==> src/hdl/drifting_quadrature_tone_generator_top_defines.svh <==
// Assertion helpers for the tone generator.
`ifndef DRIFTING_QUADRATURE_TONE_GENERATOR_TOP_DEFINES_SVH
`define DRIFTING_QUADRATURE_TONE_GENERATOR_TOP_DEFINES_SVH

// Consequent must hold in the same cycle.
`define DQTG_ASSERT_NOW(lbl, ante, cons, msg) \
  lbl: assert property (@(posedge clk_i) disable iff (!rst_ni) (ante) |-> (cons)) \
    else $error(msg);

// Consequent must hold in the next cycle.
`define DQTG_ASSERT_NEXT(lbl, ante, cons, msg) \
  lbl: assert property (@(posedge clk_i) disable iff (!rst_ni) (ante) |=> (cons)) \
    else $error(msg);

`endif

==> src/hdl/dqtg_pkg.sv <==
package dqtg_pkg;

  localparam int unsigned DataW = 32;

  // register indexes
  localparam logic [2:0] CFG_PHASE_STEP   = 3'd0;
  localparam logic [2:0] CFG_DRIFT_FRAC   = 3'd1;
  localparam logic [2:0] CFG_NOISE_GAIN   = 3'd2;
  localparam logic [2:0] CFG_START_DETUNE = 3'd3;
  localparam logic [2:0] CFG_VOLUME       = 3'd4;

  // register reset values
  localparam logic [31:0]        PHASE_STEP_RST   = 32'd0;
  localparam logic [31:0]        DRIFT_FRAC_RST   = 32'd0;
  localparam logic signed [31:0] NOISE_GAIN_RST   = 32'sd0;
  localparam logic signed [31:0] START_DETUNE_RST = 32'sd16777216;
  localparam logic [31:0]        VOLUME_RST       = 32'd16777216;

  // oscillator state after reset (derived from the register reset values)
  localparam logic signed [31:0] VELOCITY_RST = 32'sd2684355;
  localparam logic [31:0]        SEED_INIT    = 32'd157898685;

  // multiplier constants, 33-bit signed operand form
  localparam logic signed [32:0] LCG_MULT  = 33'sd16807;
  localparam logic signed [32:0] K_001_Q32 = 33'sd42949673;
  localparam logic signed [32:0] K_099_Q30 = 33'sd1063004406;
  localparam logic signed [32:0] K_101_Q30 = 33'sd1084479242;

  function automatic logic signed [31:0] sat32(input logic signed [43:0] x);
    logic signed [31:0] res;
    if (x > 44'sd2147483647) begin
      res = 32'sh7FFF_FFFF;
    end else if (x < -44'sd2147483648) begin
      res = 32'sh8000_0000;
    end else begin
      res = x[31:0];
    end
    return res;
  endfunction

endpackage

==> src/hdl/drifting_quadrature_tone_generator_top.sv <==
// Each input beat runs the micro-op sequence, with the reload ops first when restart is set.
// Every step goes through one shared 33x33 multiplier (multiply, then
//   round/writeback); a new input beat is taken only while the sequencer is idle.
// A finished result waits in the output register while the next beat is taken.
// Reset (async, active low): registers to defaults, oscillator state to the
//   state those defaults derive, sequencer idle, no result pending.
`include "drifting_quadrature_tone_generator_top_defines.svh"

module drifting_quadrature_tone_generator_top (
  input  logic                             clk_i,
  input  logic                             rst_ni,
  // input beats
  input  logic                             in_valid_i,
  output logic                             in_ready_o,
  input  logic                             restart_i,
  input  logic                             mix_enable_i,
  input  logic signed [dqtg_pkg::DataW-1:0] mix_sample_i,
  // result beats
  output logic                             out_valid_o,
  input  logic                             out_ready_i,
  output logic signed [dqtg_pkg::DataW-1:0] sample_o,
  // configuration writes
  input  logic                             cfg_we_i,
  input  logic [2:0]                       cfg_idx_i,
  input  logic [dqtg_pkg::DataW-1:0]       cfg_wdata_i
);
  import dqtg_pkg::*;

  // Sequencer states
  localparam logic [1:0] ST_IDLE = 2'd0;
  localparam logic [1:0] ST_MUL  = 2'd1;  // shared multiplier fires
  localparam logic [1:0] ST_WB   = 2'd2;  // round, saturate, write state
  localparam logic [1:0] ST_DONE = 2'd3;  // hand sample to output register

  // Micro-ops, executed in this order. The first two only on restart.
  localparam logic [3:0] OP_VEL0  = 4'd0;   // velocity = volume * 0.01
  localparam logic [3:0] OP_FF0   = 4'd1;   // freq = phase_step * detune
  localparam logic [3:0] OP_DT    = 4'd2;   // drift term
  localparam logic [3:0] OP_RC    = 4'd3;   // noise_gain * drift
  localparam logic [3:0] OP_RCOEF = 4'd4;   // phase_step * rc
  localparam logic [3:0] OP_POS   = 4'd5;   // position += vel * ff
  localparam logic [3:0] OP_VEL   = 4'd6;   // velocity -= pos * ff, sample
  localparam logic [3:0] OP_SEED  = 4'd7;   // seed *= 16807, threshold compare
  localparam logic [3:0] OP_VSC   = 4'd8;   // velocity *= 0.99 or 1.01
  localparam logic [3:0] OP_E0    = 4'd9;   // energy leak
  localparam logic [3:0] OP_E1    = 4'd10;  // + pos^2
  localparam logic [3:0] OP_E2    = 4'd11;  // + vel^2
  localparam logic [3:0] OP_F0    = 4'd12;  // ff - ff*drift
  localparam logic [3:0] OP_F1    = 4'd13;  // + drift term + noise

  // configuration registers
  logic [31:0]        phase_step_q, drift_frac_q, volume_q;
  logic signed [31:0] noise_gain_q, start_detune_q;

  // oscillator state
  logic signed [31:0] pos_q, pos_d, vel_q, vel_d, ff_q, ff_d, energy_q, energy_d;
  logic [31:0]        seed_q, seed_d;

  // per-step scratch
  logic [26:0]        dterm_q, dterm_d;
  logic signed [31:0] rc_q, rc_d, rcoef_q, rcoef_d;
  logic signed [35:0] acc_q, acc_d;
  logic               gt_q, gt_d;
  logic signed [31:0] smp_q, smp_d;

  // captured input beat
  logic               restart_q, mix_en_q;
  logic signed [31:0] mix_q;

  // sequencer and output register
  logic [1:0]         state_q, state_d;
  logic [3:0]         op_q, op_d;
  logic               out_valid_q, out_valid_d;
  logic signed [31:0] out_q;

  // shared multiplier and rounder
  logic signed [32:0] mul_a, mul_b;
  logic signed [65:0] prod_q;
  logic [6:0]         shamt, rb_idx;
  logic signed [65:0] shifted;
  logic signed [41:0] rnd;

  logic               in_beat;
  logic [40:0]        thr;
  logic signed [40:0] energy_x256;

  assign in_ready_o  = (state_q == ST_IDLE);
  assign in_beat     = in_valid_i && in_ready_o;
  assign out_valid_o = out_valid_q;
  assign sample_o    = out_q;

  // Operand select
  always_comb begin
    mul_a = '0;
    mul_b = '0;
    case (op_q)
      OP_VEL0: begin
        mul_a = $signed({1'b0, volume_q});
        mul_b = K_001_Q32;
      end
      OP_FF0: begin
        mul_a = $signed({1'b0, phase_step_q});
        mul_b = 33'(start_detune_q);
      end
      OP_DT: begin
        mul_a = $signed({1'b0, phase_step_q});
        mul_b = $signed({1'b0, drift_frac_q});
      end
      OP_RC: begin
        mul_a = 33'(noise_gain_q);
        mul_b = $signed({1'b0, drift_frac_q});
      end
      OP_RCOEF: begin
        mul_a = $signed({1'b0, phase_step_q});
        mul_b = 33'(rc_q);
      end
      OP_POS: begin
        mul_a = 33'(vel_q);
        mul_b = 33'(ff_q);
      end
      OP_VEL: begin
        mul_a = 33'(pos_q);
        mul_b = 33'(ff_q);
      end
      OP_SEED: begin
        mul_a = $signed({1'b0, seed_q});
        mul_b = LCG_MULT;
      end
      OP_VSC: begin
        mul_a = 33'(vel_q);
        mul_b = gt_q ? K_099_Q30 : K_101_Q30;
      end
      OP_E0: begin
        mul_a = 33'(energy_q);
        mul_b = K_099_Q30;
      end
      OP_E1: begin
        mul_a = 33'(pos_q);
        mul_b = 33'(pos_q);
      end
      OP_E2: begin
        mul_a = 33'(vel_q);
        mul_b = 33'(vel_q);
      end
      OP_F0: begin
        // negate before rounding: ties must round on -ff*drift itself
        mul_a = -33'(ff_q);
        mul_b = $signed({1'b0, drift_frac_q});
      end
      OP_F1: begin
        mul_a = $signed({1'b0, seed_q});
        mul_b = 33'(rcoef_q);
      end
      default: begin
        mul_a = '0;
        mul_b = '0;
      end
    endcase
  end

  // Rounding shift: floor plus the bit below (half rounds up)
  always_comb begin
    case (op_q)
      OP_VEL0:                 shamt = 7'd28;
      OP_FF0, OP_RCOEF, OP_VSC, OP_E0: shamt = 7'd30;
      OP_DT:                   shamt = 7'd38;
      OP_POS, OP_VEL:          shamt = 7'd24;
      default:                 shamt = 7'd32;
    endcase
  end

  assign rb_idx  = shamt - 7'd1;
  assign shifted = prod_q >>> shamt;
  assign rnd     = shifted[41:0] + $signed({41'd0, prod_q[rb_idx]});

  // energy in Q8.32 against rand0 + 0.5
  assign thr         = {9'd0, prod_q[31:0]} + 41'h0_8000_0000;
  assign energy_x256 = $signed({energy_q[31], energy_q, 8'h00});

  // Writeback
  always_comb begin
    pos_d    = pos_q;
    vel_d    = vel_q;
    ff_d     = ff_q;
    energy_d = energy_q;
    seed_d   = seed_q;
    dterm_d  = dterm_q;
    rc_d     = rc_q;
    rcoef_d  = rcoef_q;
    acc_d    = acc_q;
    gt_d     = gt_q;
    smp_d    = smp_q;
    if (state_q == ST_WB) begin
      case (op_q)
        OP_VEL0: begin
          vel_d    = sat32(44'(rnd));
          pos_d    = '0;
          energy_d = '0;
          seed_d   = SEED_INIT;
        end
        OP_FF0:   ff_d    = sat32(44'(rnd));
        OP_DT:    dterm_d = rnd[26:0];
        OP_RC:    rc_d    = sat32(44'(rnd));
        OP_RCOEF: rcoef_d = sat32(44'(rnd));
        OP_POS:   pos_d   = sat32(44'(pos_q) + 44'(rnd));
        OP_VEL: begin
          vel_d = sat32(44'(vel_q) - 44'(rnd));
          smp_d = mix_en_q ? sat32(44'(mix_q) + 44'(pos_q)) : pos_q;
        end
        OP_SEED: begin
          seed_d = prod_q[31:0];
          gt_d   = energy_x256 > $signed(thr);
        end
        OP_VSC:   vel_d    = sat32(44'(rnd));
        OP_E0:    acc_d    = rnd[35:0];
        OP_E1:    acc_d    = acc_q + rnd[35:0];
        OP_E2:    energy_d = sat32(44'(acc_q) + 44'(rnd));
        OP_F0:    acc_d    = 36'(ff_q) + rnd[35:0];
        OP_F1:    ff_d     = sat32(44'(acc_q) + 44'($signed({1'b0, dterm_q})) + 44'(rnd));
        default: begin
          acc_d = acc_q;
        end
      endcase
    end
  end

  // Sequencer
  always_comb begin
    state_d     = state_q;
    op_d        = op_q;
    out_valid_d = out_valid_q;
    if (out_valid_q && out_ready_i) begin
      out_valid_d = 1'b0;
    end
    case (state_q)
      ST_IDLE: begin
        if (in_beat) begin
          state_d = ST_MUL;
          op_d    = restart_i ? OP_VEL0 : OP_DT;
        end
      end
      ST_MUL: state_d = ST_WB;
      ST_WB: begin
        if (op_q == OP_F1) begin
          state_d = ST_DONE;
        end else begin
          state_d = ST_MUL;
          op_d    = op_q + 4'd1;
        end
      end
      ST_DONE: begin
        if (!out_valid_q || out_ready_i) begin
          state_d     = ST_IDLE;
          out_valid_d = 1'b1;
        end
      end
      default: state_d = ST_IDLE;
    endcase
  end

  always_ff @(posedge clk_i or negedge rst_ni) begin
    if (!rst_ni) begin
      phase_step_q   <= PHASE_STEP_RST;
      drift_frac_q   <= DRIFT_FRAC_RST;
      noise_gain_q   <= NOISE_GAIN_RST;
      start_detune_q <= START_DETUNE_RST;
      volume_q       <= VOLUME_RST;
      pos_q          <= '0;
      vel_q          <= VELOCITY_RST;
      ff_q           <= '0;
      energy_q       <= '0;
      seed_q         <= SEED_INIT;
      state_q        <= ST_IDLE;
      op_q           <= OP_DT;
      out_valid_q    <= 1'b0;
    end else begin
      if (cfg_we_i) begin
        case (cfg_idx_i)
          CFG_PHASE_STEP:   phase_step_q   <= cfg_wdata_i;
          CFG_DRIFT_FRAC:   drift_frac_q   <= cfg_wdata_i;
          CFG_NOISE_GAIN:   noise_gain_q   <= $signed(cfg_wdata_i);
          CFG_START_DETUNE: start_detune_q <= $signed(cfg_wdata_i);
          CFG_VOLUME:       volume_q       <= cfg_wdata_i;
          default: begin
            phase_step_q <= phase_step_q;
          end
        endcase
      end
      pos_q       <= pos_d;
      vel_q       <= vel_d;
      ff_q        <= ff_d;
      energy_q    <= energy_d;
      seed_q      <= seed_d;
      state_q     <= state_d;
      op_q        <= op_d;
      out_valid_q <= out_valid_d;
    end
  end

  // payload and scratch, no reset
  always_ff @(posedge clk_i) begin
    if (in_beat) begin
      restart_q <= restart_i;
      mix_en_q  <= mix_enable_i;
      mix_q     <= mix_sample_i;
    end
    if (state_q == ST_MUL) begin
      prod_q <= mul_a * mul_b;
    end
    if ((state_q == ST_DONE) && (!out_valid_q || out_ready_i)) begin
      out_q <= smp_q;
    end
    dterm_q <= dterm_d;
    rc_q    <= rc_d;
    rcoef_q <= rcoef_d;
    acc_q   <= acc_d;
    gt_q    <= gt_d;
    smp_q   <= smp_d;
  end

  `DQTG_ASSERT_NEXT(a_busy_after_beat, in_beat, state_q == ST_MUL, "no busy after input beat")
  `DQTG_ASSERT_NEXT(a_restart_entry, in_beat && !restart_i, op_q == OP_DT, "bad entry op")
  `DQTG_ASSERT_NOW(a_restart_ops, (state_q != ST_IDLE) && (op_q == OP_VEL0 || op_q == OP_FF0), restart_q, "reload op without restart")
  `DQTG_ASSERT_NEXT(a_last_op_done, (state_q == ST_WB) && (op_q == OP_F1), state_q == ST_DONE, "last op did not finish")
  `DQTG_ASSERT_NEXT(a_result_posted, (state_q == ST_DONE) && (!out_valid_q || out_ready_i), out_valid_o && in_ready_o, "result not posted")

endmodule

==> config.mk <==
export PLATFORM = sky130hd
export DESIGN_NAME = drifting_quadrature_tone_generator_top
export DESIGN_NICKNAME = d
export VERILOG_FILES = /design/src/hdl/dqtg_pkg.sv /design/src/hdl/drifting_quadrature_tone_generator_top.sv
export VERILOG_INCLUDE_DIRS = /design/src /design/src/hdl
export SDC_FILE = /design/constraint.sdc
export NUM_CORES = 2
export LEC_CHECK = 0
export BUFFER_PORTS_ARGS = -buffer_cell sky130_fd_sc_hd__buf_2
export CAP_MARGIN = 5
export CORE_MARGIN = 4
export CORE_UTILIZATION = 57
export DETAILED_ROUTE_END_ITERATION = 10
export GPL_TIMING_DRIVEN = 0
export PLACE_DENSITY = 0.73
export SLEW_MARGIN = 20
export SYNTH_ARGS = -nofsm -noshare
export SYNTH_HDL_FRONTEND = slang
export SYNTH_SLANG_ARGS = --single-unit
==> constraint.sdc <==
create_clock -name clk_i -period 12.67 [get_ports clk_i]
set_clock_uncertainty 0.1 [all_clocks]
set_input_delay 2.534 -clock clk_i [delete_from_list [all_inputs] [get_ports clk_i]]
set_output_delay 2.534 -clock clk_i [all_outputs]
set_load 0.05 [all_outputs]
==> run metrics <==
final setup fails=11; cell family contributing the most delay on the critical path=buffers and inverters; Detailed Route Iter0 Violations=~10000; cell area after synthesis=about 83000 µm²; number of buffers and inverters on the critical path=9; share of the synthesized area in compound gates (AO/OA/AOI/OAI)=13.48%; post-synthesis mux area share=around 3.5%; unrepaired setup endpoints after global routing=yes; biggest registers after layout=prod_q (66), acc_q (36); simple-gate share of the synthesized area=roughly 14%; Critical Path Sink Type=flip-flop; detailed-placement wirelength estimate=296800 µm; number of clock buffers inserted by TritonCTS=between 70 and 80; final critical delay including setup and external delays=12.73 ns; First-pass DRT Iterations=8; post-synthesis area per instance=9.214 µm²; maximum clock path buffer count=3; share of synthesized flip-flops with an asynchronous set or reset=around 53%; min-delay worst type=flip-flop to flip-flop; count of warnings emitted by yosys=0; failing checks=setup timing; Slew @ Worst Pin=~1.4 ns; share of synthesized cell area in full adder, half adder and majority cells=36.27%; effective utilization at floorplan=57.42%; maximum fanout along the worst path=10; via count of the first global-routing pass=approximately 73000; vias per std cell=6.635; final worst setup slack=-0.05543 ns; signed area change from the synthesized netlist to the final layout=9.308%; maximum number of pins on one net before global-route repair=about 100; WS Path Type=flip-flop to flip-flop; IO Pins=108; number of hold-slack violations in the final timing report=0; number of nets in the synthesized netlist=between 10000 and 15000; fin. max-slew vios=0; share of the synthesized netlist area taken by xor and xnor gates=3.584%; worst hold-check slack=0.3162 ns; data required time at the worst endpoint=13.21 ns; Clock Latency Late Sink=0.72 ns; ANT nets after route=0; share of layout cells above drive strength 1=10.25%; per-cell routed wire length=32.56 µm; Total Die Area=151000 µm²; remaining design rule violation count=0; data arrival time at the worst-slack endpoint=between 10 and 15 ns; max cap viols=0; Max-slew headroom=roughly 6.6%; number of core rows=about 140; flip-flop and latch count after synthesis=618; outcome=finished with violations; DIE HEIGHT=388.6 µm; first-pass GRT wire length=519800 µm; EDFF count, synth=291; number of nets in the layout=10970; part of the cycle the worst path needs=100.4%; share of the yosys chip area belonging to registers=20.54%; # port buffers=107; level count of the clock H-tree=3; global placer's final weighted congestion=1.074; number of standard cells after synthesis=between 8000 and 9000; hold buffers post-CTS=0; clock tree sinks=around 620; register ranked first by flip-flop count=prod_q; global route total overflow=0; routed wire length=366000 µm; max FFs per register=66; combined global-route utilization of all metal layers=48.24%; CP Launch Type=flip-flop; CP max stage cell=sky130_fd_sc_hd__xnor2_1; initial antenna violation count=60; cell total after placement=11030; Placeable Area=143800 µm²; Chip Width=388.6 µm; number of vias after detailed routing=74580; most frequently used flop master after synthesis=sky130_fd_sc_hd__dfrtp_1; Max Freq=approximately 79 MHz; Most Frequent Cell on Critical Path=sky130_fd_sc_hd__ha_1; CTS tree=done; number of distinct standard cells referenced by the synthesized netlist=between 100 and 150; Final Instance Count excl. Fillers=11240; stage delay of the slowest cell on the critical path=1.08 ns; Clock transition at path regs=roughly 0.060 ns; largest family of logic cells by synthesized area=adder cells; root cell of the clock tree=sky130_fd_sc_hd__clkbuf_16
[synth_stat cells (170+ instances only)]
master / instances / area (µm²)
sky130_fd_sc_hd__a21o_1: 172 / 1291
sky130_fd_sc_hd__a21oi_1: 419 / 2097
sky130_fd_sc_hd__clkbuf_1: 386 / 1449
sky130_fd_sc_hd__dfrtp_1: 295 / 7382
sky130_fd_sc_hd__edfxtp_1: 291 / 8738
sky130_fd_sc_hd__fa_1: 1193 / 23880
sky130_fd_sc_hd__ha_1: 484 / 6056
sky130_fd_sc_hd__inv_1: 1438 / 5398
sky130_fd_sc_hd__mux2_2: 170 / 1914
sky130_fd_sc_hd__nand2_1: 1005 / 3772
sky130_fd_sc_hd__nor2_1: 827 / 3104
sky130_fd_sc_hd__o21ai_0: 253 / 1266
sky130_fd_sc_hd__xnor2_1: 230 / 2014
[cells in the final DEF, fill, tap and decap left out, types with 62 or more instances in the layout]
master,netlist,routed
sky130_fd_sc_hd__and2_1,68,63
sky130_fd_sc_hd__clkbuf_1,386,229
sky130_fd_sc_hd__xnor2_1,230,215
sky130_fd_sc_hd__a21o_1,172,172
sky130_fd_sc_hd__inv_1,1438,1436
sky130_fd_sc_hd__buf_2,24,154
sky130_fd_sc_hd__nand2_1,1005,1000
sky130_fd_sc_hd__nand2b_1,77,77
sky130_fd_sc_hd__a21oi_1,419,407
sky130_fd_sc_hd__diode_2,0,62
sky130_fd_sc_hd__mux2i_1,63,62
sky130_fd_sc_hd__a22oi_1,80,79
sky130_fd_sc_hd__dfrtp_1,295,295
sky130_fd_sc_hd__clkbuf_2,2,123
sky130_fd_sc_hd__nand3_1,152,150
sky130_fd_sc_hd__nand4_1,66,66
sky130_fd_sc_hd__fa_1,1193,1191
sky130_fd_sc_hd__xor2_1,108,97
sky130_fd_sc_hd__edfxtp_1,291,291
sky130_fd_sc_hd__o21ai_0,253,250
sky130_fd_sc_hd__ha_1,484,482
sky130_fd_sc_hd__o211ai_1,81,81
sky130_fd_sc_hd__nor2_1,827,817
sky130_fd_sc_hd__mux2_2,170,170
sky130_fd_sc_hd__clkbuf_16,0,72
[worst reg2reg max path: cells and delay by family (launching register included)]
family	cells	cell delay (ns)
buffers and inverters	9	2.95
xor gates and xnor gates	1	1.08
DFF	1	0.65
AOI/OAI and AO/OA	6	2.06
adders and majority gates	5	1.83
muxes	4	1.47
and+or+nand+nor	8	2.57
[through the flow]
step	worst slack, ns	setup TNS [ns]	util (%)	cell area, µm²
finish	-0.05543	-0.3896	62.77	90280
global route	-0.07684	-0.1456	62.67	90140
CTS	-0.01362	-0.01362	62.33	89650
detailed placement	-2.679	-103.47	60.30	86730
global placement	-4.839	-533.43	59.45	85500
floorplan	1.495	0	-	82590
[cell type report]
class,count,area (µm²)
diodes,62,155.1
plain buffers,432,1998
clock buffers,93,1961
clock inverters,39,500.5
fillers,12160,53550
inverters,1442,5420
multi-input cells,6454,59200
flip-flops and latches,618,16960
well taps,1903,2381
repair buffers,198,1702
[layer usage]
metal / track usage (%) / vias to the layer above / wire (µm)
met4: 27.35 / 44 / 26580
met3: 23.68 / 1413 / 62040
li1: - / 30150 / -
met2: 66.31 / 6005 / 146400
met1: 61.72 / 36970 / 130600
met5: 0.7337 / - / 437
[timing repair]
item / in CTS / in global routing
setup endpoints to repair: 151 / 107
gates resized for setup: 174 / 178
buffers inserted: 17 / 15
pin swaps: 9 / 5
[worst paths after layout]
path | from | end | slack [ns] | depth (start not counted)
worst min-delay path | smp_q[3] | sample_o[3] | 0.32 | 0
worst max register to register | op_q[1] | energy_q[11] | -0.06 | 33
max in group asynchronous | rst_ni | volume_q[24] | 9.42 | 3
min in group asynchronous | rst_ni | pos_q[29] | 1.70 | 1
worst max-delay path | op_q[1] | energy_q[11] | -0.06 | 33
worst min register to register | smp_q[3] | sample_o[3] | 0.32 | 0
[logic make-up (layout without fill, tap and decap cells)]
group | after synthesis | count (layout)
xor gates and xnor gates | 338 | 338
AOI/OAI and AO/OA | 1616 | 1616
other | 0 | 62
DFF | 618 | 618
buffers and inverters | 1891 | 2204
adders and majority gates | 1679 | 1679
and+or+nand+nor | 2573 | 2573
muxes | 248 | 248
Power is not shown: default switching activity piles up to over one toggle a cycle in this logic, so the estimate is an artifact.
